$ cat src/design/lpl_pkg.sv
// Package for the look-ahead peak limiter: field widths, register codes,
// reset values, controller states and the control structs between modules.
// No dependencies; every other design file imports it.
package lpl_pkg;

    localparam int SAMPLE_W  = 24;
    localparam int GAIN_W    = 24;
    localparam int WLEN_W    = 9;
    localparam int CHAN_W    = 2;
    localparam int CFG_IDX_W = 2;
    localparam int CFG_W     = 24;
    localparam int PROD_W    = SAMPLE_W + GAIN_W + 1;
    // Quotient bits of threshold * 2^23 / peak when peak exceeds threshold.
    localparam int DIV_STEPS = 23;
    localparam int DIV_CNT_W = 5;

    localparam logic [GAIN_W-1:0] UNITY_Q23   = 24'h800000;
    localparam logic [GAIN_W-1:0] THRESH_RST  = 24'h800000;
    localparam logic [GAIN_W-1:0] RELEASE_RST = 24'd175;
    localparam logic [WLEN_W-1:0] WINDOW_RST  = 9'd240;
    localparam logic [CHAN_W-1:0] ACTIVE_RST  = 2'd2;
    localparam logic [PROD_W-1:0] ROUND_HALF  = PROD_W'(1) << 22;

    typedef enum logic [CFG_IDX_W-1:0] {
        CFG_THRESHOLD = 2'd0,
        CFG_RELEASE   = 2'd1,
        CFG_WINDOW    = 2'd2,
        CFG_ACTIVE    = 2'd3
    } t_cfg_idx;

    typedef enum logic [2:0] {
        ST_CLEAR,
        ST_IDLE,
        ST_SCAN,
        ST_DIV,
        ST_GAIN,
        ST_MUL_L,
        ST_MUL_R,
        ST_OUT
    } t_state;

    typedef struct packed {
        logic wr_en;
        logic scan_start;
    } t_pk_ctrl;

    typedef struct packed {
        logic rd_en;
        logic wr_left;
        logic wr_right;
    } t_dly_ctrl;

endpackage

$ cat src/design/lpl_div.sv
// Serial restoring divider producing floor(num * 2^23 / den), one bit a cycle.
// Requires num < den. Depends on lpl_pkg.
module lpl_div import lpl_pkg::*; (
    input  logic              i_clk,
    input  logic              i_rst_n,
    input  logic              i_start,
    input  logic [GAIN_W-1:0] i_num,
    input  logic [GAIN_W-1:0] i_den,
    output logic              o_done,
    output logic [GAIN_W-1:0] o_quot
);

    logic                   r_busy;
    logic [DIV_CNT_W-1:0]   r_cnt;
    logic [GAIN_W-1:0]      r_rem;
    logic [DIV_STEPS-1:0]   r_quo;
    logic [GAIN_W:0]        shifted;
    logic                   fits;

    // The remainder always stays below the divisor, so twice it fits in 25 bits.
    assign shifted = {r_rem, 1'b0};
    assign fits    = shifted >= {1'b0, i_den};

    always_ff @(posedge i_clk) begin
        if (!i_rst_n) begin
            r_busy <= 1'b0;
            r_cnt  <= '0;
        end else if (i_start) begin
            r_busy <= 1'b1;
            r_cnt  <= DIV_CNT_W'(DIV_STEPS);
        end else if (r_busy) begin
            if (r_cnt != '0) begin
                r_cnt <= r_cnt - 1'b1;
            end else begin
                r_busy <= 1'b0;
            end
        end
    end

    always_ff @(posedge i_clk) begin
        if (i_start) begin
            r_rem <= i_num;
            r_quo <= '0;
        end else if (r_busy && r_cnt != '0) begin
            r_rem <= fits ? GAIN_W'(shifted - {1'b0, i_den}) : GAIN_W'(shifted);
            r_quo <= {r_quo[DIV_STEPS-2:0], fits};
        end
    end

    assign o_done = r_busy && (r_cnt == '0);
    assign o_quot = {1'b0, r_quo};

endmodule

$ cat config.mk
export PLATFORM = sky130hd
export DESIGN_NAME = lpl_div
export DESIGN_NICKNAME = d
export VERILOG_FILES = /design/src/design/lpl_pkg.sv /design/src/design/lpl_div.sv
export SDC_FILE = /design/constraint.sdc
export NUM_CORES = 1
export LEC_CHECK = 0
export BUFFER_PORTS_ARGS = -buffer_cell sky130_fd_sc_hd__buf_4
export CELL_PAD_IN_SITES_DETAIL_PLACEMENT = 0
export CELL_PAD_IN_SITES_GLOBAL_PLACEMENT = 2
export CORE_ASPECT_RATIO = 0.8
export CORE_MARGIN = 2
export CORE_UTILIZATION = 35
export CTS_CLUSTER_DIAMETER = 50
export CTS_CLUSTER_SIZE = 10
export DETAILED_ROUTE_END_ITERATION = 10
export GPL_TIMING_DRIVEN = 0
export PLACE_DENSITY = 0.95
export SLEW_MARGIN = 20
export SYNTH_ARGS = -nofsm -noshare
export SYNTH_HDL_FRONTEND = slang
export SYNTH_SLANG_ARGS = --single-unit
$ cat constraint.sdc
create_clock -name i_clk -period 5.5 [get_ports i_clk]
set_input_delay 1.375 -clock i_clk [delete_from_list [all_inputs] [get_ports i_clk]]
set_output_delay 1.375 -clock i_clk [all_outputs]
set_load 0.1 [all_outputs]
==> Word level (Yosys, flattened, before mapping) <==
Index checks and enable logic that the tools add are counted.
{ "op_classes": {"order_cmp": 1, "add_sub_neg": 2, "reduce_logical": 10, "bitwise": 1, "mux": 9} }
{ "ops": {"columns": ["cell", "n"], "rows": [
  ["$mux 24", 3],
  ["$ge 25x24->1", 1],
  ["$sub 24x24->24", 1],
  ["$mux 5", 3],
  ["$reduce_bool 2->1", 3],
  ["$logic_not 5->1", 1],
  ["$reduce_bool 5->1", 1],
  ["$sub 5x1->5 const B", 1],
  ["$reduce_and 2->1", 2],
  ["$mux 1", 3],
  ["$logic_and 1x1->1", 2],
  ["$reduce_or 2->1", 1],
  ["$not 1->1", 1]
]} }
{ "word_totals": {"input_bits": 51, "elab_cells": 28, "regBits": 53, "out_inout_bits": 25} }

==> Longest topological paths before layout <==
{ "depth": {"depth_word": 4, "mapped_depth": 13, "depth_no_buf": 10} }

==> Least setup slack after synthesis <==
OpenSTA, ideal clock, no wires.
{ "synth_timing": {"path_kind": "input to register", "startpoint": "in i_den[0]", "endpoint": "reg r_rem[22], data pin", "slack_ps": 1961, "setup_ps": 266, "arrival_ps": 3273, "n_path_buf": 0, "cell_stages": 9, "required_time_ps": 5234, "cell_sequence": "fa_1 nor2b_1 o21ba_2 o31a_1 o211ai_2 a221oi_1 o221ai_1 nor4b_1 nor3_1"} }
{ "synth_via": {"elab_chain_len": 4, "word_cells_on_any_way": 5, "classes_between": "add/sub: 1; order compare: 1; mux: 3"} }
{ "synth_rtl": {"columns": ["item", "line_no", "text"], "rows": [
  ["start, declared", "lpl_div.sv:8", "input logic [GAIN_W-1:0] i_den,"],
  ["$sub 24x24->24 / $ge 25x24->1 (equally long branches)", "lpl_div.sv:45, lpl_div.sv:22", null],
  ["$mux 24 *", "lpl_div.sv:45", "r_rem <= fits ? GAIN_W'(shifted - {1'b0, i_den}) : GAIN_W'(shifted);"],
  ["$mux 24 *", "lpl_div.sv:44", "end else if (r_busy && r_cnt != '0) begin"],
  ["$mux 24 *", "lpl_div.sv:41", "if (i_start) begin"],
  ["end signal, assigned", "lpl_div.sv:42", "r_rem <= i_num;"],
  ["end signal, assigned", "lpl_div.sv:45", null],
  ["end, declared", "lpl_div.sv:15", "logic [GAIN_W-1:0] r_rem;"]
]} }
Every way passes the cells marked *; elsewhere a longest branch is shown, timed or not. The select of a mux whose other input is x is not followed.
A chain may end at the register's enable or synchronous reset.

==> Worst setup path in the final report <==
Same ends and word-level chain as after synthesis.

==> metrics.log <==
[metrics] run status: finished clean
[metrics] final standard cell count with taps included and fillers excluded: 674
[metrics] kind of start point of the critical path: input port
[metrics] Seq/Total Area, Yosys: between 30% and 40%
[metrics] global-route wire length before repair: 16000 um
[metrics] depth of the CTS H-tree: 2
[metrics] sinks on the clock net: 53
[metrics] FFs w/ async S/R, synth: 0%
[metrics] number of top-level pins: 76
[metrics] required time of the critical path: 5.55 ns
[metrics] Die Height: 95.5 um
[metrics] Final Max Tran Viols: 0
[metrics] startpoint of the most critical hold path: r_quo[14]$_SDFFE_PP0P_
[metrics] Root Driver: clkbuf_16
[metrics] total leakage power: 1.94 nW
[metrics] logic gate share of total power: 42.5%
[metrics] shortest period the worst path allows: 3.92 ns
[metrics] Area growth syn-to-layout: 24.0%
[metrics] fraction of post-synthesis cell area in the top cell type by area: 19.7%
[metrics] synthesized-area fraction occupied by ao, oa, aoi and oai cells: 20.6%
[metrics] maximum ir drop on the vdd rail: 0.159 mV
[metrics] combinational family with the most area after synthesis: simple AND/OR/NAND/NOR gates
[metrics] worst slack on hold paths: between 0.4 and 0.5 ns
[metrics] Post-CTS Setup Repair Bufs: 0
[metrics] worst min-delay path category: flip-flop to flip-flop
[metrics] HPWL Detailed: between 7000 and 8000 um
[metrics] cell type group with the largest total delay on the critical path: compound AO/OA/AOI/OAI gates
[metrics] overall via count from detail_route: approximately 3400
[metrics] cts-stage hold buffer count: 0
[metrics] Gates resized, CTS repair: 0
[metrics] total routed wirelength: just over 10000 um
[metrics] number of diodes: 0
[metrics] cell internal pwr: slightly above 900 uW
[metrics] Clk pin slew, worst setup/hold paths: 0.08 ns
[metrics] cell row count: 33
[metrics] Synth Net Count: 531
[metrics] TritonCTS clock tree: built
[metrics] top post-synthesis cells by area: edfxtp_1 (20%), dfxtp_1 (16%), ha_1 (8.9%)
[metrics] DRT Pass-1 Iters: 5
[metrics] maximum number of buffers from clock root to sink: 2
[metrics] Clock Latency Late Sink: about 0.3 ns
[metrics] post-route DRC violation count: 0
[metrics] remaining antenna violation count after routing: 0
[metrics] total power density per cell area: 323 mW/mm^2
[metrics] cell type with the highest aggregate area in the netlist: edfxtp_1
[metrics] worst flop-to-flop path startpoint: r_rem[1]$_DFFE_PP_
[metrics] number of global-route vias before repair: 3157
[metrics] count of mapped cells out of synthesis: 453
[metrics] Critical Path AT: 3.97 ns
[metrics] Placed Cells incl. Taps: 666
[metrics] CP Launch Point: i_den[0]
[metrics] placeable core region: 0.0102 sq mm
[metrics] number of hold violations in the final report: 0
[metrics] clock power share: 23.3%
[metrics] vias per cell: approximately 5.1
[metrics] number of max-capacitance violations reported: 0
[metrics] final setup violating endpoints: 0
[metrics] Setup Crit Path Kind: input port to flip-flop
[metrics] die boundary width: 118 um
[metrics] antenna violations before repair: 0
[metrics] Worst Clk Skew: about 0.0067 ns
[metrics] total track usage: 17.9%
[metrics] RSZ-0062 raised after global routing: false
[metrics] Yosys reg bits: between 50 and 60
[metrics] minimum setup slack among reg-to-reg paths: 2.41 ns
[metrics] biggest fanout along the worst timing path: 4
[metrics] WL per Instance: between 15 and 20 um
[metrics] Total Negative Setup Slacks: 0 ns
[metrics] Die Footprint: 0.0113 sq mm
[metrics] list of cells traversed by the critical path: buf_4, fa_1, nor2b_1, o21ba_2, o31a_1, o211ai_2, a221oi_1, o221ai_1, nor4b_1, nor3_1
[metrics] initial cell density of the core: 35.9%
[metrics] normalized max-slew margin: 54.0%
[metrics] number of buffers added by the clock tree synthesis step: 5
[metrics] mux share of post-synthesis cell area: 1.13%
[metrics] share of layout cells above drive strength 1: 18.2%
[metrics] count of warnings emitted by yosys: 0
[metrics] crit path buf inv count: 1
[metrics] Crit-path slowest cell: a221oi_1
[metrics] most instantiated flip-flop cell in the synthesis netlist: dfxtp_1
[metrics] simple logic cell fraction of the synthesized area: 23.1%
[metrics] power after layout: 1.47 mW
[metrics] sequential share of power: 34.1%
[metrics] post-synthesis xor/xnor area fraction: 3.59%
[metrics] count of flip-flops with a built-in enable after synthesis: 24
[metrics] layout net count: 611
[metrics] Congestion Overflow GR: 0
[metrics] # port buffers: 73
[metrics] post-synthesis cell type count: 55
[metrics] capturing element type of the critical path: flip-flop
[metrics] Max stage delay on crit path: between 0.5 and 0.6 ns
[metrics] pin count of the biggest net entering global routing: 26
[metrics] slew at the pin closest to its max-slew limit: 0.688 ns
[metrics] switching power total: around 560 uW
[metrics] post-synthesis average cell area: 8.08 sq um
[metrics] fraction of the mapped netlist area in adder cells: 9.43%
[metrics] area of the mapped netlist: 0.00366 sq mm
[metrics] Tcrit/Tclk final: 71.2%
[metrics] starting DRC count in detailed routing: 253
[metrics] fraction of power spent switching nets: 38.4%
[metrics] gpl congestion: around 0.83
[metrics] fmax: ~260 MHz
final timing paths:
| check | to | depth (start not counted) |
|---|---|---|
| setup / recovery | r_rem[22]$_DFFE_PP_ | 10 |
| hold / removal | r_quo[15]$_SDFFE_PP0P_ | 2 |
| setup reg to reg | r_rem[22]$_DFFE_PP_ | 9 |
| hold reg to reg | r_quo[15]$_SDFFE_PP0P_ | 2 |
tightest hold or removal path: stages, from the launching register on:
cell and delay (ns):
dfxtp_1 0.33, nand2_1 0.05, a21oi_1 0.05
flip-flops by register name, indices dropped and copies added (netlist names):
| name | cells |
|---|---|
| r_busy | 1 |
| r_cnt | 5 |
| r_quo | 23 |
| r_rem | 24 |
logic make-up after synthesis:
family                     Yosys count
xor gates and xnor gates            15
adders and majority gates           27
other                                1
muxes                                4
buffers and inverters               57
DFF                                 53
AOI/OAI and AO/OA                  117
and+or+nand+nor                    179
placed cells by master (no fill, tap or decap), types with 5 or more instances in the layout:
cell type and n:
nor4b_1 11, a31oi_1 14, xnor2_1 7, nand3_1 8
nand2_1 82, a21oi_1 43, xor2_1 8, nand4_1 5
ha_1 26, nor4_1 5, nor2_1 31, a21o_1 6
and3_1 5, nor2b_1 6, clkbuf_1 15, clkbuf_16 5
and2_1 6, dfxtp_1 29, inv_1 33, nor3_1 8
edfxtp_1 24, o21ai_0 17, buf_4 76
through the flow:
stage | util, % | worst slack (ns) | cell area, sq um
floorplan | - | 1.96 | 3660
global placement | 43.0 | 1.35 | 4380
detailed placement | 43.0 | 1.32 | 4390
CTS | 44.5 | 1.62 | 4540
global route | 44.5 | 1.45 | 4540
finish | 44.5 | 1.58 | 4540
synthesized netlist by cell type (all sizes together), types with 2 or more instances:
master   count
or3          2
o2bb2ai      3
a31oi       14
o221ai       2
a2111o       2
nand4        5
clkbuf      15
nor3         8
a211oi       4
dfxtp       29
o211ai       4
nor3b        2
o21bai       2
o31ai        2
or2          2
o21a         3
a2bb2oi      2
buf          8
xor2         8
and2         6
nand2       83
o31a         3
nor4         5
o21ai       18
inv         34
mux2i        3
nand2b       4
xnor2        7
nand3        8
a21boi       4
nor2b        6
a21o         6
nor2        31
edfxtp      24
ha          26
and3         5
nor4b       11
a21oi       43
routing by layer:
layer	track usage, %	routed length [um]	up-vias
met5	0	0	-
met4	4.22	89	0
met3	2.69	413	6
met2	28.5	4520	70
met1	25.6	5140	1590
li1	-	-	1755
area by class of cell:
cell class,count,area [sq um]
buffer,23,109
clock buffer,5,125
clock inverter,3,28.8
fill,1049,5660
inverter,34,128
multi-input combinational,343,2130
sequential,53,1300
tap,140,175
timing repair buffer,73,548
power by group through the flow:
stage,sequential [mW],clock (mW),combinational (mW)
final,0.501,0.343,0.625
after detailed placement,0.510,0,0.613
after CTS,0.501,0.349,0.618
after floorplan,0.511,0,0.452
after global placement,0.508,0,0.608
after global routing,0.507,0.361,0.686
(Power assumes the default switching activity.)
